**config.mk**
```make
export PLATFORM = sky130hd
export DESIGN_NAME = hec_cell
export DESIGN_NICKNAME = d
export VERILOG_FILES = /design/src/sv/hec_pkg.sv /design/src/sv/hec_cell.sv
export SDC_FILE = /design/constraint.sdc
export NUM_CORES = 2
export LEC_CHECK = 0
export ABC_AREA = 1
export BUFFER_PORTS_ARGS = -buffer_cell sky130_fd_sc_hd__buf_2
export CORE_MARGIN = 2
export CORE_UTILIZATION = 45
export DETAILED_ROUTE_END_ITERATION = 8
export PLACE_DENSITY = 0.62
export SLEW_MARGIN = 30
export SYNTH_ARGS = -nofsm -noshare
export SYNTH_HDL_FRONTEND = slang
export SYNTH_SLANG_ARGS = --single-unit
```
**constraint.sdc**
```tcl
create_clock -name clk_i -period 7.9 [get_ports clk_i]
set_input_delay 2.37 -clock clk_i [delete_from_list [all_inputs] [get_ports clk_i]]
set_output_delay 2.37 -clock clk_i [all_outputs]
set_load 0.005 [all_outputs]
```
**src/sv/hec_pkg.sv**
```systemverilog
// shared types and constants for the ftcs heat equation stepper
// no dependencies
`default_nettype none

package hec_pkg;

  // defaults for the top level parameters
  localparam int unsigned MAX_POINTS_DEF    = 64;
  localparam int unsigned SAMPLE_BITS_DEF   = 32;
  localparam int unsigned RATIO_FRAC_DEF    = 16;

  // register file geometry
  localparam int unsigned CFG_INDEX_BITS    = 3;
  localparam int unsigned CFG_DATA_BITS     = 32;
  localparam int unsigned POINT_COUNT_BITS  = 7;
  localparam int unsigned TIME_ROWS_BITS    = 16;
  localparam int unsigned RATIO_BITS        = 16;
  localparam int unsigned TEMP_BITS         = 32;

  // register reset values
  localparam logic [POINT_COUNT_BITS-1:0] POINT_COUNT_RST = 7'd64;
  localparam logic [TIME_ROWS_BITS-1:0]   TIME_ROWS_RST   = 16'd1;

  // configuration register indexes
  typedef enum logic [CFG_INDEX_BITS-1:0] {
    REG_POINT_COUNT  = 3'd0,
    REG_TIME_ROWS    = 3'd1,
    REG_RATIO        = 3'd2,
    REG_DIRICHLET    = 3'd3,
    REG_LEFT_TEMP    = 3'd4,
    REG_RIGHT_TEMP   = 3'd5
  } cfg_reg_e;

  // operation broadcast to every cell
  typedef enum logic [2:0] {
    OP_HOLD,
    OP_LOAD,
    OP_FORCE,
    OP_LAP,
    OP_MULT,
    OP_UPDATE,
    OP_SHIFT
  } op_e;

  // sequencer states
  typedef enum logic [2:0] {
    ST_LOAD,
    ST_FORCE,
    ST_LAP,
    ST_MULT,
    ST_UPDATE,
    ST_EMIT
  } state_e;

  // control and status from the sequencer
  typedef struct packed {
    op_e  op;
    logic in_ready;
    logic out_valid;
    logic row_end;
  } hec_ctl_t;

endpackage

`default_nettype wire

```
**src/sv/hec_cell.sv**
```systemverilog
// one grid point of the stepper: holds a sample, its laplacian and scaled update
// depends on hec_pkg
`default_nettype none

module hec_cell import hec_pkg::*; #(
  parameter int unsigned SAMPLE_BITS = SAMPLE_BITS_DEF,
  parameter int unsigned RATIO_FRACTION_BITS = RATIO_FRAC_DEF
) (
  input  wire                          clk_i,
  input  op_e                          op_i,
  input  wire                          load_sel_i,
  input  wire                          is_end_i,
  input  wire                          interior_i,
  input  wire signed [SAMPLE_BITS-1:0] bound_i,
  input  wire signed [SAMPLE_BITS-1:0] sample_i,
  input  wire        [RATIO_BITS-1:0]  ratio_i,
  input  wire signed [SAMPLE_BITS-1:0] left_i,
  input  wire signed [SAMPLE_BITS-1:0] right_i,
  output logic signed [SAMPLE_BITS-1:0] value_o
);

  localparam int unsigned LW = SAMPLE_BITS + 2;
  localparam int unsigned PW = LW + RATIO_BITS + 1;
  localparam int unsigned SW = PW + 1;
  localparam logic signed [SW-1:0] SMAX = SW'((64'sd1 <<< (SAMPLE_BITS - 1)) - 64'sd1);
  localparam logic signed [SW-1:0] SMIN = -SMAX - SW'(1);

  logic signed [SAMPLE_BITS-1:0] val_q;
  logic signed [LW-1:0]          lap_q;
  logic signed [PW-1:0]          prod_q;
  logic signed [LW-1:0]          lap_d;
  logic signed [PW-1:0]          prod_d;
  logic signed [SW-1:0]          sum;
  logic signed [SAMPLE_BITS-1:0] upd;

  // second difference against both neighbors
  assign lap_d = LW'(right_i) - (LW'(val_q) <<< 1) + LW'(left_i);

  // ratio times laplacian, ratio taken as unsigned
  assign prod_d = PW'(lap_q) * PW'($signed({1'b0, ratio_i}));

  // floor of the scaled term, add and saturate
  always_comb begin
    sum = SW'(val_q) + SW'(prod_q >>> RATIO_FRACTION_BITS);
    if (sum > SMAX) begin
      upd = SAMPLE_BITS'(SMAX);
    end else if (sum < SMIN) begin
      upd = SAMPLE_BITS'(SMIN);
    end else begin
      upd = SAMPLE_BITS'(sum);
    end
  end

  // sample and pipeline registers
  always_ff @(posedge clk_i) begin
    case (op_i)
      OP_LOAD: begin
        if (load_sel_i) val_q <= sample_i;
      end
      OP_FORCE: begin
        if (is_end_i) val_q <= bound_i;
      end
      OP_LAP: begin
        lap_q <= lap_d;
      end
      OP_MULT: begin
        prod_q <= prod_d;
      end
      OP_UPDATE: begin
        if (interior_i) val_q <= upd;
      end
      OP_SHIFT: begin
        val_q <= right_i;
      end
      default: begin
      end
    endcase
  end

  assign value_o = val_q;

endmodule

`default_nettype wire

```
==> Word-level counts from Yosys, hierarchy flattened <==
Cells that the tools add are included.
{ "word_totals": {"regBits": 117, "in_bits": 151, "word_cells": 26} }
{ "classes": {"addsub": 3, "n_mul": 1, "magnitude_cmp": 2, "eq_ne": 9, "muxes": 6, "n_reduce_logical": 2} }
{ "op_table": {"columns": ["cell", "count"], "rows": [
  ["$mux 32", 5],
  ["$pmux 32 s4", 1],
  ["$mul 34x17->51", 1],
  ["$add 32x35->36", 1],
  ["$gt 36x32->1 const B", 1],
  ["$lt 36x32->1 const B", 1],
  ["$add 34x32->34", 1],
  ["$sub 32x33->34", 1],
  ["$eq 3x3->1 const B", 3],
  ["$eq 3x2->1 const B", 2],
  ["$ne 2x2->1 const B", 3],
  ["$reduce_and 4->1", 1],
  ["$reduce_bool 4->1", 1],
  ["$eq 3x1->1 const B", 1]
]} }

==> Longest topological paths before layout <==
{ "depth": {"depth_word": 6, "ltp_mapped": 28} }

==> Worst setup path before layout <==
No wires, ideal clock.
{ "synth_path": {"path_kind": "input port to flip-flop", "from": "input ratio_i[11]", "to": "register prod_q[45] (data pin)", "setup_ns": 0.259, "arrival_ns": 7.520, "t_required_ns": 7.641, "slack_ns": 0.121, "cell_stages": 21, "n_path_buf": 2, "cell_sequence": "clkbuf_1 -> clkbuf_1 -> nand2_1 -> fa_1 -> inv_1 -> fa_1 -> fa_1 -> fa_1 -> fa_1 -> inv_1 -> fa_1 -> inv_1 -> ha_1 -> nand2_1 -> nor2_1 -> inv_1 -> nor4_1 -> nand3_1 -> nand3_1 -> a31oi_1 -> xnor2_1"} }
{ "synth_between": {"elab_chain_len": 1} }
{ "synth_rtl": {"columns": ["element", "line", "rtl"], "rows": [
  ["start, declared", "hec_cell.sv:16", "input wire [RATIO_BITS-1:0] ratio_i,"],
  ["$mul 34x17->51", "hec_cell.sv:40", "assign prod_d = PW'(lap_q) * PW'($signed({1'b0, ratio_i}));"],
  ["net prod_d[45]", "hec_cell.sv:32", "logic signed [PW-1:0] prod_d;"],
  ["end signal, assigned", "hec_cell.sv:67", "prod_q <= prod_d;"],
  ["end, declared", "hec_cell.sv:30", "logic signed [PW-1:0] prod_q;"]
]} }
The timed path passes the listed nets, and every way through them passes these cells.
A chain may end at the register's enable or synchronous reset.

==> Worst setup path in the final report <==
{ "layout_path": {"from": "input ratio_i[2]", "to": "register prod_q[38] (data pin)"} }
Same word-level chain as after synthesis.

==> run_results.csv <==
group,metric,value,unit
clock_tree,clk_latency,380,ps
global_route,track_usage,0.2447,
synth,synth_area_leaders,"fa_1 (38%), inv_1 (13%), nand2_1 (11%)",
timing,timing.slew.headroom,0.4124,
synth,synth.distinct_cells,46,
worst_setup_path,startpoint_type,"primary input",
detailed_routing,via_per_inst,4.886,
timing,hold_violations,0,
place,portBuffers,182,
die,die_w,255.7,µm
detailed_routing,drc,0,
cells_and_area,final_nets,4763,
worst_setup_path,arrival,7790,ps
global_route,grt-ovfl-total,0,
detailed_routing,first_pass_iters,5,
timing,hold_slack,872.7,ps
timing,setup_viol,0,
worst_setup_path,crit_start,"ratio_i[2]",
worst_setup_path,cp-end-kind,"flip-flop",
synth,syn_inst,3590,
clock_tree,root_buffer,"clkbuf_16",
synth,syn_area_per_cell,7.940,µm²
die,rows,92,
clock_tree,cts_buffers,9,
global_route,grt_pass1_wl,126800,µm
timing,finClkSkew,13.91,ps
detailed_routing,num_vias,23100,
place,post-place-ws,-628.7,ps
detailed_routing,wirelength,79180,µm
place,place_congestion,0.9409,
die,die_h,255.7,µm
synth,yosys_warnings,0,
worst_setup_path,r2r_slack,1620,ps
timing,rsz0062_at_grt,"false",
synth,yosysSeqAreaShare,0.1064,
place,place_area,31730,µm²
cells_and_area,drive_above_1_share,0.1352,
synth,ys_ff_latch,101,
cells_and_area,fillers,6167,
worst_setup_path,crit_fanout,24,
place,dp_hpwl,67310,µm
worst_setup_path,cp.required,8030,ps
timing,fmax,130.6,MHz
clock_tree,htree_levels,3,
die,io_pins,183,
timing,setup_ws,240.8,ps
cells_and_area,utilization,0.5169,
worst_setup_path,worstRegToRegCells,18,
synth,synth_nets,4476,
die,start_util,0.4535,
global_route,grt_pass1_vias,23680,
clock_tree,cts_max_path_buffers,2,
outcome,status,"finished clean",
cells_and_area,fin_area,32490,µm²
synth,synthDominantCellAreaShare,0.3849,
timing,drv_slew,0,
synth,yosysTopAreaCell,"fa_1",
timing,worstMarginPinSlew,881.4,ps
clock_tree,clk_pin_slew,80,ps
cells_and_area,n_antenna_cell,0,
worst_setup_path,reg2reg_from,"lap_q[14]",
die,die_area,65370,µm²
worst_hold_path,hold_path.class,"flip-flop to flip-flop",
cells_and_area,area_growth,13.98,%
worst_setup_path,worst-setup-path-type,"primary input to flip-flop",
clock_tree,postCtsHoldBufs,0,
detailed_routing,antenna_left,0,
worst_setup_path,reg2reg_to,"prod_q[42]",
timing,period_minus_slack,7659,ps
synth,syn-cell-area,28500,µm²
timing,fin_crit_sh,0.9695,
global_route,grt_max_degree,36,
run,max_cap_violations,0,
worst_setup_path,cp-endpoint,"prod_q[38]",
detailed_routing,initialDrtViolationCount,1563,
detailed_routing,routedWlPerCell,16.75,µm
clock_tree,clkSinkCount,101,
die,coreArea,62850,µm²
clock_tree,cts_tree,"yes",
global_route,antenna_found_initial,0,
[how the worst min path moves through the flow]
stage | startpoint | depth (start not counted) | endpoint
6_report | prod_q[20] | 3 | value_o[4]
5_1_grt | prod_q[21] | 3 | value_o[5]
4_1_cts | prod_q[20] | 3 | value_o[4]
3_5_place_dp | prod_q[20] | 3 | value_o[4]
3_3_place_gp | prod_q[20] | 3 | value_o[4]
2_1_floorplan | prod_q[16] | 5 | value_o[0]
[layer usage]
layer | GRT usage | part of all wire | up-vias
li1 | - | - | 11080
met1 | 0.3375 | 0.44 | 11410
met2 | 0.4244 | 0.50 | 536
met3 | 0.02297 | 0.046 | 85
met4 | 0.04256 | 0.017 | 0
met5 | 0 | 0 | -
[placed cells by master (no fill, tap or decap), drive strengths merged, types with 3 or more instances in the layout]
cell    synthesis  routed
nor4            8       8
a21boi          8       8
fa            548     548
a21oi         150     150
and3            7       7
o21a           10      10
a21o            3       3
edfxtp        101     101
xnor2          36      36
inv          1026    1029
a221oi         32      32
clkbuf        139      10
a31oi          13      13
xor2           67      67
nor2          158     158
o21ai          74      74
nand3          52      52
o221ai          3       3
o211ai          5       5
ha            187     187
nand2         883     883
nand4           6       6
buf             5     419
nor3           21      21
o21bai         38      38
[cell usage after synthesis, drive strengths merged]
master / instances
inv: 1026
nand2: 883
fa: 548
ha: 187
nor2: 158
a21oi: 150
clkbuf: 139
edfxtp: 101
o21ai: 74
xor2: 67
nand3: 52
o21bai: 38
xnor2: 36
a221oi: 32
nor3: 21
a31oi: 13
o21a: 10
a21boi: 8
nor4: 8
and3: 7
nand4: 6
buf: 5
o211ai: 5
a21o: 3
o221ai: 3
a211oi: 2
o311ai: 2
o31ai: 2
and2: 1
nand3b: 1
o2111ai: 1
o22ai: 1
[flip-flops by register name, indices dropped and copies added, names as in the netlist]
signal / flops
prod_q: 35
lap_q: 34
value_o: 32
[layout make-up]
| class | instances | area (µm²) | share of cell area |
|---|---|---|---|
| inverters | 1026 | 3854 | 0.1186 |
| flip-flops and latches | 101 | 3033 | 0.09335 |
| multi-input cells | 2319 | 21220 | 0.6532 |
| clock inverters | 7 | 81.33 | 0.002503 |
| clock buffers | 9 | 225.2 | 0.006932 |
| repair buffers | 420 | 3015 | 0.09281 |
| well taps | 846 | 1059 | 0.03258 |
[metrics by stage]
step / TNS [ps] / cells
floorplan: 0 / 3590
CTS: 0 / 4712
global route: 0 / 4728
finish: 0 / 4728
detailed placement: -7676 / 4696
global placement: -6413 / 4696
[critical path, cell delays in order]
cell      delay [ps]
buf_2            100
buf_12           170
buf_4            150
nand2_1           70
fa_1             550
fa_1             550
inv_1             50
fa_1             490
inv_1             60
fa_1             560
fa_1             430
fa_1             530
inv_1             50
ha_1             280
a21oi_1          230
inv_1             90
a31oi_1          190
inv_1             60
a21oi_1          190
a21boi_1         210
buf_4            150
o21ai_0           80
xor2_1           150
[what timing repair did]
action / 4_1_cts / 5_1_grt
setup buffers: 0 / 16
gates resized for setup: 2 / 47
gates cloned: 0 / 1
pin swaps: 0 / 11
setup endpoints to repair: 4 / 23
[logic make-up after synthesis]
group,Yosys count,share of synthesized area
compound gates,344,0.08081
xor+xnor,103,0.03165
fa+ha+maj,735,0.4670
buf+inv,1170,0.1559
flops,101,0.1064
simple gates,1137,0.1583
Power is left out: the tool's default activity adds up to more than one toggle a clock period on the data nets, which glitch-free logic cannot reach.
