$ cat src/sv/hec_pkg.sv
// shared types and constants for the ftcs heat equation stepper
// no dependencies
`default_nettype none

package hec_pkg;

  // defaults for the top level parameters
  localparam int unsigned MAX_POINTS_DEF    = 64;
  localparam int unsigned SAMPLE_BITS_DEF   = 32;
  localparam int unsigned RATIO_FRAC_DEF    = 16;

  // register file geometry
  localparam int unsigned CFG_INDEX_BITS    = 3;
  localparam int unsigned CFG_DATA_BITS     = 32;
  localparam int unsigned POINT_COUNT_BITS  = 7;
  localparam int unsigned TIME_ROWS_BITS    = 16;
  localparam int unsigned RATIO_BITS        = 16;
  localparam int unsigned TEMP_BITS         = 32;

  // register reset values
  localparam logic [POINT_COUNT_BITS-1:0] POINT_COUNT_RST = 7'd64;
  localparam logic [TIME_ROWS_BITS-1:0]   TIME_ROWS_RST   = 16'd1;

  // configuration register indexes
  typedef enum logic [CFG_INDEX_BITS-1:0] {
    REG_POINT_COUNT  = 3'd0,
    REG_TIME_ROWS    = 3'd1,
    REG_RATIO        = 3'd2,
    REG_DIRICHLET    = 3'd3,
    REG_LEFT_TEMP    = 3'd4,
    REG_RIGHT_TEMP   = 3'd5
  } cfg_reg_e;

  // operation broadcast to every cell
  typedef enum logic [2:0] {
    OP_HOLD,
    OP_LOAD,
    OP_FORCE,
    OP_LAP,
    OP_MULT,
    OP_UPDATE,
    OP_SHIFT
  } op_e;

  // sequencer states
  typedef enum logic [2:0] {
    ST_LOAD,
    ST_FORCE,
    ST_LAP,
    ST_MULT,
    ST_UPDATE,
    ST_EMIT
  } state_e;

  // control and status from the sequencer
  typedef struct packed {
    op_e  op;
    logic in_ready;
    logic out_valid;
    logic row_end;
  } hec_ctl_t;

endpackage

`default_nettype wire

$ cat src/sv/hec_ctrl.sv
// sequencer for load, time stepping and emission of the row
// depends on hec_pkg
`default_nettype none

module hec_ctrl import hec_pkg::*; #(
  parameter int unsigned MAX_POINTS = MAX_POINTS_DEF,
  localparam int unsigned CW = $clog2(MAX_POINTS + 1),
  localparam int unsigned AW = (MAX_POINTS > 1) ? $clog2(MAX_POINTS) : 1
) (
  input  wire                         clk_i,
  input  wire                         rst_ni,
  input  wire                         in_valid_i,
  input  wire                         out_stall_i,
  input  wire  [POINT_COUNT_BITS-1:0] point_count_i,
  input  wire  [TIME_ROWS_BITS-1:0]   time_rows_i,
  output hec_ctl_t                    ctl_o,
  output logic [AW-1:0]               load_pos_o,
  output logic [CW-1:0]               row_len_o
);

  state_e                    state_q, state_d;
  logic [AW-1:0]             pos_q, pos_d;
  logic [CW-1:0]             len_q, len_d;
  logic [CW-1:0]             idx_q, idx_d;
  logic [TIME_ROWS_BITS-1:0] steps_q, steps_d;
  logic [CW-1:0]             n_eff;
  logic [CW:0]               pos_next;
  logic                      load_done;
  logic [TIME_ROWS_BITS-1:0] rows_eff;

  // point count clamped to 1..MAX_POINTS, rows at least one
  always_comb begin
    if (point_count_i == '0) begin
      n_eff = CW'(1);
    end else if (point_count_i > POINT_COUNT_BITS'(MAX_POINTS)) begin
      n_eff = CW'(MAX_POINTS);
    end else begin
      n_eff = CW'(point_count_i);
    end
    rows_eff  = (time_rows_i == '0) ? TIME_ROWS_BITS'(1) : time_rows_i;
    pos_next  = (CW + 1)'(pos_q) + (CW + 1)'(1);
    load_done = pos_next >= (CW + 1)'(n_eff);
  end

  // state registers
  always_ff @(posedge clk_i or negedge rst_ni) begin
    if (!rst_ni) begin
      state_q <= ST_LOAD;
      pos_q   <= '0;
      len_q   <= CW'(1);
      idx_q   <= '0;
      steps_q <= '0;
    end else begin
      state_q <= state_d;
      pos_q   <= pos_d;
      len_q   <= len_d;
      idx_q   <= idx_d;
      steps_q <= steps_d;
    end
  end

  // next state and cell operation
  always_comb begin
    state_d       = state_q;
    pos_d         = pos_q;
    len_d         = len_q;
    idx_d         = idx_q;
    steps_d       = steps_q;
    ctl_o.op        = OP_HOLD;
    ctl_o.in_ready  = 1'b0;
    ctl_o.out_valid = 1'b0;
    ctl_o.row_end   = 1'b0;
    case (state_q)
      ST_LOAD: begin
        ctl_o.in_ready = 1'b1;
        if (in_valid_i) begin
          ctl_o.op = OP_LOAD;
          if (load_done) begin
            pos_d = '0;
            len_d = n_eff;
            idx_d = '0;
            if (n_eff == CW'(1)) begin
              state_d = ST_EMIT;
            end else begin
              steps_d = rows_eff - TIME_ROWS_BITS'(1);
              state_d = ST_FORCE;
            end
          end else begin
            pos_d = AW'(pos_next);
          end
        end
      end
      ST_FORCE: begin
        ctl_o.op = OP_FORCE;
        state_d  = (steps_q == '0) ? ST_EMIT : ST_LAP;
      end
      ST_LAP: begin
        ctl_o.op = OP_LAP;
        state_d  = ST_MULT;
      end
      ST_MULT: begin
        ctl_o.op = OP_MULT;
        state_d  = ST_UPDATE;
      end
      ST_UPDATE: begin
        ctl_o.op = OP_UPDATE;
        steps_d  = steps_q - TIME_ROWS_BITS'(1);
        state_d  = (steps_q == TIME_ROWS_BITS'(1)) ? ST_EMIT : ST_LAP;
      end
      ST_EMIT: begin
        ctl_o.out_valid = 1'b1;
        ctl_o.row_end   = (idx_q == len_q - CW'(1));
        if (!out_stall_i) begin
          ctl_o.op = OP_SHIFT;
          if (ctl_o.row_end) begin
            idx_d   = '0;
            state_d = ST_LOAD;
          end else begin
            idx_d = idx_q + CW'(1);
          end
        end
      end
      default: begin
        state_d = ST_LOAD;
      end
    endcase
  end

  assign load_pos_o = pos_q;
  assign row_len_o  = len_q;

endmodule

`default_nettype wire

$ cat config.mk
export PLATFORM = sky130hd
export DESIGN_NAME = hec_ctrl
export DESIGN_NICKNAME = d
export VERILOG_FILES = /design/src/sv/hec_pkg.sv /design/src/sv/hec_ctrl.sv
export SDC_FILE = /design/constraint.sdc
export NUM_CORES = 1
export LEC_CHECK = 0
export BUFFER_PORTS_ARGS = -buffer_cell sky130_fd_sc_hd__buf_2
export CAP_MARGIN = 20
export CORE_ASPECT_RATIO = 0.8
export CORE_MARGIN = 1.5
export CORE_UTILIZATION = 35
export CTS_BUF_LIST = sky130_fd_sc_hd__clkbuf_2 sky130_fd_sc_hd__clkbuf_4 sky130_fd_sc_hd__clkbuf_8
export DETAILED_ROUTE_END_ITERATION = 6
export MAX_ROUTING_LAYER = met4
export PLACE_DENSITY = 0.67
export SYNTH_ARGS = -nofsm -noshare
export SYNTH_HDL_FRONTEND = slang
export SYNTH_SLANG_ARGS = --single-unit
$ cat constraint.sdc
create_clock -name clk_i -period 2.7 [get_ports clk_i]
set_input_delay 0.54 -clock clk_i [delete_from_list [all_inputs] [get_ports clk_i]]
set_output_delay 0.54 -clock clk_i [all_outputs]
set_load 0.01 [all_outputs]
# Word level (Yosys, flattened, before mapping)
# Index checks and enable logic that the tools add are counted.
[word_totals]
reg_bits = 39
in_bits = 27
output_inout_bits = 19
wordCells = 62
[op_classes]
addsub = 5
order_cmp = 2
eq_ne = 13
mux = 26
n_reduce_logical = 11
[ops]
columns = ["operator", "count"]
rows = [
  ["2-to-1 mux 16 bit", 4],
  ["2-to-1 mux 7 bit", 6],
  ["one-hot mux 3 bit (6 select lines)", 2],
  ["logical NOT 16 bit", 2],
  ["one-hot mux 16 bit (2 select lines)", 1],
  ["subtractor 16 x 1 -> 16 bit (second input constant)", 2],
  ["2-to-1 mux 3 bit", 8],
  ["equality test 16 x 1 -> 1 bit (second input constant)", 1],
  ["one-hot mux 7 bit (2 select lines)", 1],
  ["AND reduction 4 bit", 3],
  ["inequality test 2 bit (second input constant)", 5],
  ["adder 6 x 1 -> 7 bit (second input constant)", 1],
  ["adder 7 x 1 -> 7 bit (second input constant)", 1],
  ["equality test 7 x 1 -> 1 bit (second input constant)", 1],
  ["equality test 7 bit", 1],
  ["greater-or-equal comparator 7 bit", 1],
  ["greater-than comparator 7 bit (second input constant)", 1],
  ["logical NOT 7 bit", 1],
  ["subtractor 7 x 1 -> 7 bit (second input constant)", 1],
  ["equality test 3 x 2 -> 1 bit (second input constant)", 2],
  ["equality test 3 bit (second input constant)", 2],
  ["2-to-1 mux 6 bit", 1],
  ["nonzero test 2 bit", 2],
  ["equality test 3 x 1 -> 1 bit (second input constant)", 1],
  ["5 further kinds", 6],
]

# Depth between registers and ports, before layout
# Gate-level depths: netlist of the first run.
[logic_depth]
depth_word = 8
ltp_mapped = 13

# Worst setup path after synthesis of the first run
# No wires, ideal clock.
[synth_path]
kind = "input -> register"
startpoint = "in point_count_i[3]"
endpoint = "reg len_q[1], in the netlist row_len_o[1]"
setup_time_ns = 0.132
arrival_ns = 2.693
required_time_ns = 2.568
path_slack_ns = -0.125
cell_stages = 12
path_buffers = 2
path_cell_list = "or4_1 -> nor2_1 -> nor2_1 -> nor2_1 -> ha_1 -> nand2b_1 -> a31oi_1 -> o21ai_1 -> clkbuf_1 -> nand2_1 -> clkbuf_1 -> o21ai_0"
[synth_via]
elab_chain_cells = 5
elab_cells_between_ends = 6
cone_classes = "order compare: 2; mux: 2; reduce/logical: 2"
[synth_rtl]
columns = ["element", "line_no", "source"]
rows = [
  ["from (decl)", "hec_ctrl.sv:14", "input wire [POINT_COUNT_BITS-1:0] point_count_i,"],
  ["greater-than comparator 7 bit", "hec_ctrl.sv:35", "end else if (point_count_i > POINT_COUNT_BITS'(MAX_POINTS)) begin"],
  ["2-to-1 mux 7 bit", "hec_ctrl.sv:35", ""],
  ["2-to-1 mux 7 bit *", "hec_ctrl.sv:33", "if (point_count_i == '0) begin"],
  ["via n_eff[0]", "hec_ctrl.sv:26", "logic [CW-1:0] n_eff;"],
  ["greater-or-equal comparator 7 bit *", "hec_ctrl.sv:42", "load_done = pos_next >= (CW + 1)'(n_eff);"],
  ["AND reduction 3 bit (no source line) *", "-", ""],
  ["to (signal assigned)", "hec_ctrl.sv:56", "len_q <= len_d;"],
  ["to (decl)", "hec_ctrl.sv:23", "logic [CW-1:0] len_q, len_d;"],
]
# Mark *: on every way through the listed nets, which the timed path passes. The rest lies on a longest branch.
# A chain may end at the register's enable or synchronous reset.

# Worst setup path in the final report of the first run
[layout_path]
startpoint = "in point_count_i[3]"
endpoint = "reg steps_q[2]"
[layout_via]
elab_chain_cells = 6
elab_cells_between_ends = 9
cone_classes = "order compare: 2; eq/ne: 3; mux: 2; reduce/logical: 2"
[layout_rtl]
columns = ["element", "line_no", "source"]
rows = [
  ["greater-than comparator 7 bit", "hec_ctrl.sv:35", ""],
  ["2-to-1 mux 7 bit", "hec_ctrl.sv:35", ""],
  ["2-to-1 mux 7 bit *", "hec_ctrl.sv:33", ""],
  ["via n_eff[0]", "hec_ctrl.sv:26", ""],
  ["greater-or-equal comparator 7 bit / equality test 7 x 1 -> 1 bit (equally long branches)", "hec_ctrl.sv:42, hec_ctrl.sv:82", ""],
  ["inequality test 2 bit (no source line)", "-", ""],
  ["AND reduction 4 bit (no source line) *", "-", ""],
  ["to (signal assigned)", "hec_ctrl.sv:58", "steps_q <= steps_d;"],
  ["to (decl)", "hec_ctrl.sv:25", "logic [TIME_ROWS_BITS-1:0] steps_q, steps_d;"],
]
# Marks and branches as above.

==> results of run 1 <==
Yosys cell counts (3+ instances only):
cell type	n	area [µm²]
nand3_1	12	60.06
o21ai_0	21	105.1
o21ai_1	10	50.05
nor3_1	16	80.08
a311oi_1	3	26.28
nor4_1	3	18.77
and2_1	3	18.77
and3_1	3	18.77
xnor2_1	14	122.6
o31a_1	3	26.28
or3_1	4	25.02
dfrtp_1	38	950.9
clkbuf_1	11	41.29
inv_1	10	37.54
o22a_1	4	35.03
ha_1	13	162.7
nand4_1	11	68.82
a21oi_1	13	65.06
or4_1	4	30.03
mux2i_1	3	30.03
xor2_1	9	78.83
nor2_1	32	120.1
a21o_1	3	22.52
a21oi_2	5	43.79
nand2b_1	6	37.54
o21a_1	4	30.03
o31ai_1	6	45.04
nand2_1	52	195.2
worst max-delay path, delay by kind of cell:
kind	cells	cell delay, ns
adders and majority gates	1	0.26
buffers and inverters	2	0.23
AOI/OAI and AO/OA	5	0.77
and+or+nand+nor	5	0.96
area by class of cell:
cell class	count	share of cell area [%]
Timing Repair Buffer	91	15.61
Inverter	10	0.9862
Clock buffer	6	2.005
Tap cell	108	3.550
Sequential cell	39	25.67
Multi-Input combinational cell	295	51.84
Clock inverter	2	0.3287
metal layers:
| metal | vias up | routed length, µm |
|---|---|---|
| met3 | 8 | 428 |
| met1 | 1437 | 3866 |
| met2 | 71 | 3606 |
| met5 | - | 0 |
| met4 | 0 | 76 |
| li1 | 1482 | - |
worst max path at each step:
stage / from / to / slack, ns / cells after the start
global placement: point_count_i[3] / steps_q[2]$_DFFE_PN0P_ / -0.23 / 13
global route: point_count_i[3] / steps_q[13]$_DFFE_PN0P_ / -0.003 / 13
floorplan: point_count_i[3] / steps_q[2]$_DFFE_PN0P_ / -0.002 / 13
finish: point_count_i[3] / steps_q[2]$_DFFE_PN0P_ / 0.12 / 13
detailed placement: point_count_i[3] / steps_q[2]$_DFFE_PN0P_ / -0.30 / 13
CTS: point_count_i[3] / steps_q[2]$_DFFE_PN0P_ / 0.007 / 13
cell families (layout without fill, tap and decap cells):
group,after synthesis,count (layout),share of synthesized area [%]
XOR/XNOR,23,23,6.819
buffers and inverters,24,109,3.600
flip-flops,39,39,33.08
AO/OA/AOI/OAI,93,94,21.81
AND/OR/NAND/NOR,159,159,27.02
adder cells (fa/ha/maj),13,13,5.506
multiplexers,6,6,2.160
sequential cells by signal, indices dropped and copies added (netlist names):
signal	count
row_len_o	7
idx_q	7
load_pos_o	6
state_q	3
steps_q	16
stage by stage:
stage               instance area [µm²]  instances  worst slack [ns]  utilization [%]
finish                             3806        551            0.1214            47.25
global route                       3806        551         -0.002948            47.25
CTS                                3692        549          0.007020            45.84
detailed placement                 3588        539           -0.3030            44.55
global placement                   3588        539           -0.2320            44.55
floorplan                          2973        357         -0.001695                -
power by group through the flow:
stage	Clock (µW)	Sequential [µW]	Combinational (µW)
after floorplan	0	597	41.5
after global placement	0	597	118
after detailed placement	0	597	120
after CTS	418	585	121
after global routing	446	586	140
final	407	585	127
repair_timing:
item	in CTS	in global routing
setup endpoints to repair	1	29
setup buffers	2	1
gates resized for setup	0	19
hold endpoints to repair	0	0
gates cloned	0	1
pin swaps	1	6
==> impl_metrics.ini, run 1 <==
[global_route]
grt_pass1_vias = 2786
grt_pass1_wl_mm = 13.21
grt_max_degree = 22
grt_util_met2_pct = 28.75
grt_use_total_pct = 18.85
grt_use_met1_pct = 26.10
overflow = 0
antenna_found_initial = 0
busiest_layer = met2
met3_usage_pct = 3.303

[power]
ir_drop_mv = 0.1659
combPwrFrac_pct = 11.4
clock_power_share_pct = 36.4
finalPower_uw = 1120
switching_share_pct = 25.34
p_seq_share_pct = 52.3
power_leakage_uw = 0.001663
intPower_uw = 836.1
power.density_nw_per_um2 = 294.2
power_switching_uw = 283.7

[timing]
fin_hold_ws_ns = 0.1784
report.final.slew_viol_count = 0
setup_viol = 0
maxSlewHeadroom_pct = 61.86
final.min_clock_period_ns = 2.579
fmax_mhz = 387.8
max_slew.worst_pin.slew_ns = 0.5722
finClkSkew_ns = 0.01094
finalHoldViolations = 0
finalSetupTns_ns = 0
post-route-period-util_pct = 95.51

[final_layout]
layout-drive-gt1-share_pct = 30.25
final_cell_mix = nand2_1, buf_2, buf_4
layout.area.seq_um2 = 977.2
diodes = 0
fillers = 820
area_delta_synth_final_pct = 28.84
nNetsFinal = 482
multiInputGateArea_um2 = 1973
layout_commonest_cell = nand2_1

[critical_path]
r2r_setup_slack_ns = 0.20
path_common_cell = nor2_1
r2r-end = steps_q[7]$_DFFE_PN0P_
path_class = input port to flip-flop
r2r_cells = 10
worst_ep_arrival_time_ns = 2.74
cp_slowest_stage_delay_ns = 0.53
slowest_stage = or4_4
cp.required_ns = 2.86
crit_path_end_kind = flip-flop
worst_setup_path_start_kind = input port
cp_max_fo = 9
cp_cell_sequence = buf_2 > or4_4 > nor2_2 > nor2_1 > nor2_1 > ha_1 > nand2b_4 > a31oi_4 > o21ai_4 > a21o_4 > buf_6 > a21oi_2 > a311oi_2
r2r-start = load_pos_o[1]$_DFFE_PN0P_

[floorplanning]
ios = 46
die_x_um = 105.7
die_h_um = 85.17
die_area_um2 = 9004
rows = 29
start_util_pct = 36.67
coreArea_um2 = 8055

[clock_tree]
cts_root_buffer = clkbuf_8
clk_path_buf_depth = 2
cts_hold_buf = 0
clkSinkCount = 39
cts_buffers = 5
path_clk_slew_ns = 0.08
clk_latency_ns = 0.30
htree_num_levels = 2
cts_tree = yes

[logic_synthesis]
synth-async-reset-ratio_pct = 100.0
yosys_warnings = 0
synth_cells = 357
synth_edf_count = 0
synth_nets = 397
synth-main-ff-cell = dfrtp_1
ys_ff_latch = 39
seq_area_frac_synth_pct = 33.08
yosysUniqueCellTypes = 59
mappedNetlistArea_um2 = 2954
avgSynthCellArea_um2 = 8.275

[drt]
vias = 2998
drtIter0Drc = 167
totalWireLength_mm = 7.977
drtAntennaViolNets = 0
drc_errors = 0
wl_per_cell_um = 14.48
drt-pass1-iter-count = 4
viasPerCell = 5.441

[place]
portBuffers = 45
place_congestion = 0.8693
post-dp-hpwl_mm = 6.168

[hold_path]
min_path_type = input port to asynchronous set/reset pin

[flow_run]
maxCapViolCount = 0

[status]
status = finished, final reports clean
Power figures use the tool's default switching activity.
==> inputs of run 2 (changes only) <==
==> constraint.sdc (replaced) <==
create_clock -name clk_i -period 2.7 [get_ports clk_i]
set_input_delay 0.54 -clock clk_i [delete_from_list [all_inputs] [get_ports clk_i]]
set_output_delay 0.54 -clock clk_i [all_outputs]
set_load 0.1 [all_outputs]
==> impl_metrics.ini, run 2 (same netlist as run 1, synthesis figures left out) <==
[status]
status = finished, final reports clean

[critical_path]
cp.required_ns = 2.16
path_depth = 8
cp_cell_sequence = inv_4 > ha_4 > nand2b_4 > o211a_1 > o31ai_1 > nand4_1 > nor2_4 > buf_12
r2r_cells = 9
worst_ep_arrival_time_ns = 2.14
critical-path-top-delay-family = flip-flops
slowest_stage = dfstp_4
path_class = flip-flop to output port
worst_setup_path_start_kind = flip-flop
crit_buf_inv = 2
cp_max_fo = 3
cp_slowest_stage_delay_ns = 0.65
crit_path_end_kind = output port

[power]
ir_drop_mv = 0.1890
power_leakage_uw = 0.001689
finalPower_uw = 1306
power.density_nw_per_um2 = 336.6

[drt]
wl_per_cell_um = 14.51
totalWireLength_mm = 7.982
viasPerCell = 5.387
drc_errors = 0
drtIter0Drc = 213
drt-pass1-iter-count = 5
drtAntennaViolNets = 0
vias = 2963

[final_layout]
final_cell_mix = nand2_1, buf_4, buf_2
fillers = 801
max_flop_register = steps_q
area_delta_synth_final_pct = 31.38
layout-drive-gt1-share_pct = 32.13
largest_reg_flops = 16
post-route-cell-area_um2 = 3881
layout_commonest_cell = nand2_1
diodes = 0
nNetsFinal = 481

[global_route]
grt_use_total_pct = 19.10
grt_pass1_vias = 2768
antenna_found_initial = 0
overflow = 0
grt_max_degree = 40
grt_pass1_wl_mm = 13.48

[timing]
fmax_mhz = 372.5
final.min_clock_period_ns = 2.684
finalHoldViolations = 0
finalSetupTns_ns = 0
fin_hold_ws_ns = 0.3662
report.final.slew_viol_count = 0
finClkSkew_ns = 0.01579
max_slew.worst_pin.slew_ns = 0.9224
setup_viol = 0
rsz0062_at_grt = yes
post-route-period-util_pct = 99.42
maxSlewHeadroom_pct = 38.51

[floorplanning]
die_area_um2 = 9004
rows = 29
start_util_pct = 36.67
coreArea_um2 = 8055
die_x_um = 105.7
ios = 46
die_h_um = 85.17

[flow_run]
maxCapViolCount = 0

[place]
place_congestion = 0.8881
place_area_um2 = 3669
post-dp-hpwl_mm = 6.086
portBuffers = 45

[clock_tree]
cts_hold_buf = 0
clk_path_buf_depth = 2
cts_buffers = 5
clkSinkCount = 39
clk_latency_ns = 0.30
htree_num_levels = 2
path_clk_slew_ns = 0.09
cts_tree = yes
cts_root_buffer = clkbuf_8

[hold_path]
min_path_type = input port to asynchronous set/reset pin
==> run 2: cell count changes in the layout (fill, tap and decap cells not counted), sizes merged <==
| cell | change |
|---|---|
| bufinv | +2 |
| a21oi | -1 |
| clkbuf | -1 |
| clkinv | -1 |
==> run 2: per-layer routing <==
metal  vias to the layer above  global-route usage [%]  wire length [µm]
met5                         -                       -                 0
met4                         0                   5.897               102
met3                         9                   2.611               270
met2                        51                   26.98              3513
met1                      1429                   28.13              4095
li1                       1474                       -                 -
==> run 2: report_power, final <==
group	switching (µW)	total [µW]	internal, µW	leakage (µW)
logic	65.3	125	59.6	0.00113
clock network	227	596	369	0.0000644
registers	1.03	585	584	0.000493
total	294	1310	1010	0.00169
==> run 2: area by class of cell <==
class | instances | area [µm²] | share of cell area [%]
Sequential cell | 39 | 993.5 | 25.60
Inverter | 10 | 40.04 | 1.032
Clock inverter | 3 | 67.56 | 1.741
Timing Repair Buffer | 91 | 619.3 | 15.96
Multi-Input combinational cell | 294 | 1957 | 50.42
Tap cell | 108 | 135.1 | 3.482
Clock buffer | 5 | 68.82 | 1.773
==> run 2: what timing repair did <==
item	in CTS	in global routing
gates resized for setup	0	9
buffers inserted	2	3
pin swaps	4	5
endpoints found under the setup margin	1	26
==> run 2: final timing paths <==
path                                            from                   endpoint  slack, ns
hold reg to reg            load_pos_o[5]$_DFFE_PN0P_  load_pos_o[5]$_DFFE_PN0P_       0.54
hold / removal                                rst_ni   row_len_o[2]$_DFFE_PN0P_       0.37
min in group clk_i                  point_count_i[1]   row_len_o[1]$_DFFE_PN0P_       0.54
setup / recovery            row_len_o[0]$_DFFE_PN1P_                   ctl_o[0]       0.02
setup reg to reg           load_pos_o[0]$_DFFE_PN0P_    steps_q[15]$_DFFE_PN0P_       0.17
max in group asynchronous                     rst_ni  load_pos_o[1]$_DFFE_PN0P_       1.65
==> run 2: worst reg2reg max path, cell delays in order (launching register included) <==
cell	delay, ns
dfrtp_4	0.46
ha_2	0.24
nand3_1	0.10
xnor2_1	0.16
ha_1	0.30
nand4_1	0.15
o21ai_2	0.31
a21o_2	0.33
nand2_1	0.08
a221o_1	0.29
==> run 2: through the flow <==
stage	cells	setup WS, ns	utilization, %
detailed placement	537	-0.2929	45.54
global placement	537	-0.2110	45.54
finish	550	0.01570	48.18
CTS	547	-0.003788	47.42
global route	550	-0.05514	48.18
floorplan	357	-0.4346	-
==> inputs of run 3 (changes only) <==
- RECOVER_POWER: not set -> 50
==> impl_metrics.ini, run 3 (same netlist as run 1, synthesis figures left out) <==
[clock_tree]
clk_path_buf_depth = 2
cts_buffers = 5
clkSinkCount = 39
cts_root_buffer = clkbuf_8
cts_hold_buf = 0
cts_tree = yes
clk_latency_ns = 0.30
htree_num_levels = 2
path_clk_slew_ns = 0.09

[final_layout]
post-route-cell-area_um2 = 3871
layout_commonest_cell = nand2_1
final_cell_mix = nand2_1, buf_4, buf_2
post-route-util_pct = 48.06
max_flop_register = steps_q
nNetsFinal = 481
area_delta_synth_final_pct = 31.05
diodes = 0
layout-drive-gt1-share_pct = 30.32
final_cells = 550
largest_reg_flops = 16

[critical_path]
path_class = flip-flop to output port
crit_buf_inv = 2
cp_cell_sequence = inv_4 > ha_4 > nand2b_4 > o211a_1 > o31ai_1 > nand4_1 > nor2_4 > buf_12
worst_ep_arrival_time_ns = 2.14
cp.required_ns = 2.16
worst_setup_path_start_kind = flip-flop
critical-path-top-delay-family = flip-flops
cp_slowest_stage_delay_ns = 0.65
crit_path_end_kind = output port
cp_max_fo = 3
slowest_stage = dfstp_4

[timing]
finClkSkew_ns = 0.01372
max_slew.worst_pin.slew_ns = 1.176
report.final.slew_viol_count = 0
post-route-period-util_pct = 99.29
fmax_mhz = 373.0
setup_viol = 0
maxSlewHeadroom_pct = 21.95
final.min_clock_period_ns = 2.681
worst_slack_ns = 0.01915
rsz0062_at_grt = yes
finalHoldViolations = 0

[power]
ir_drop_mv = 0.1880
power_leakage_uw = 0.001654
power.density_nw_per_um2 = 337.3

[place]
dp_cells = 537
place_congestion = 0.8881
post-dp-hpwl_mm = 6.086
place_area_um2 = 3669
dp_slack_ns = -0.2929
portBuffers = 45

[flow_run]
maxCapViolCount = 0

[hold_path]
min_path_type = input port to asynchronous set/reset pin

[floorplanning]
start_util_pct = 36.67
rows = 29
die_x_um = 105.7
die_h_um = 85.17
coreArea_um2 = 8055
die_area_um2 = 9004
ios = 46

[global_route]
grt_max_degree = 40
grt_use_total_pct = 19.10
grt_pass1_vias = 2768
grt_pass1_wl_mm = 13.48
overflow = 0
antenna_found_initial = 0

[drt]
vias = 2973
wl_per_cell_um = 14.45
drtAntennaViolNets = 0
viasPerCell = 5.405
drtIter0Drc = 212
drc_errors = 0
totalWireLength_mm = 7.946
drt-pass1-iter-count = 4

[status]
status = finished, final reports clean
[run 3: cell types whose count changed in the layout (fill, tap and decap cells not counted), sizes merged]
cell    change
buf         -8
clkbuf      +8
[run 3: metrics by stage]
step | setup TNS (ns) | hold WS (ns) | total power, µW
floorplan | -0.8106 | 0.2444 | 638.4
global route | -0.07036 | 0.4360 | 1354
finish | 0 | 0.3691 | 1306
detailed placement | -5.534 | 0.5277 | 714.7
global placement | -3.315 | 0.5144 | 712.1
CTS | -0.003788 | 0.4011 | 1310
[run 3: what timing repair did]
action / 4_1_cts / 5_1_grt
pin swaps: 4 / 5
endpoints found under the setup margin: 1 / 26
cloned: 0 / 0
resized for setup: 0 / 9
endpoints found under the hold margin: 0 / 0
setup buffers: 2 / 3
[run 3: worst paths after layout]
check | from | end | slack, ns | depth (start not counted)
worst max-delay path | row_len_o[0]$_DFFE_PN1P_ | ctl_o[0] | 0.02 | 8
worst min-delay path | rst_ni | row_len_o[2]$_DFFE_PN0P_ | 0.37 | 1
worst max register to register | load_pos_o[0]$_DFFE_PN0P_ | steps_q[15]$_DFFE_PN0P_ | 0.17 | 9
worst min register to register | load_pos_o[5]$_DFFE_PN0P_ | load_pos_o[5]$_DFFE_PN0P_ | 0.54 | 2
max in group asynchronous | rst_ni | load_pos_o[1]$_DFFE_PN0P_ | 1.65 | 1
min in group clk_i | point_count_i[1] | row_len_o[1]$_DFFE_PN0P_ | 0.54 | 3
[run 3: cell type report]
class	instances	area, µm²
multi-input cells	294	1957
well taps	108	135.1
fillers	804	4184
clock buffers	5	68.82
repair buffers	91	609.3
inverters	10	40.04
clock inverters	3	67.56
flip-flops and latches	39	993.5
[run 3: routing by layer]
layer  track usage (%)  part of all wire (%)  vias to the layer above
li1                  -                     -                     1471
met1             28.13                    51                     1439
met2             26.98                    44                       54
met3             2.611                   3.5                        9
met4             5.897                   1.3                        0
met5                 -                     0                        -
[run 3: report_power, final]
group | switching (µW) | internal (µW) | total, µW
Combinational | 65.3 | 59.6 | 125
Sequential | 1.02 | 584 | 585
Clock | 227 | 369 | 596
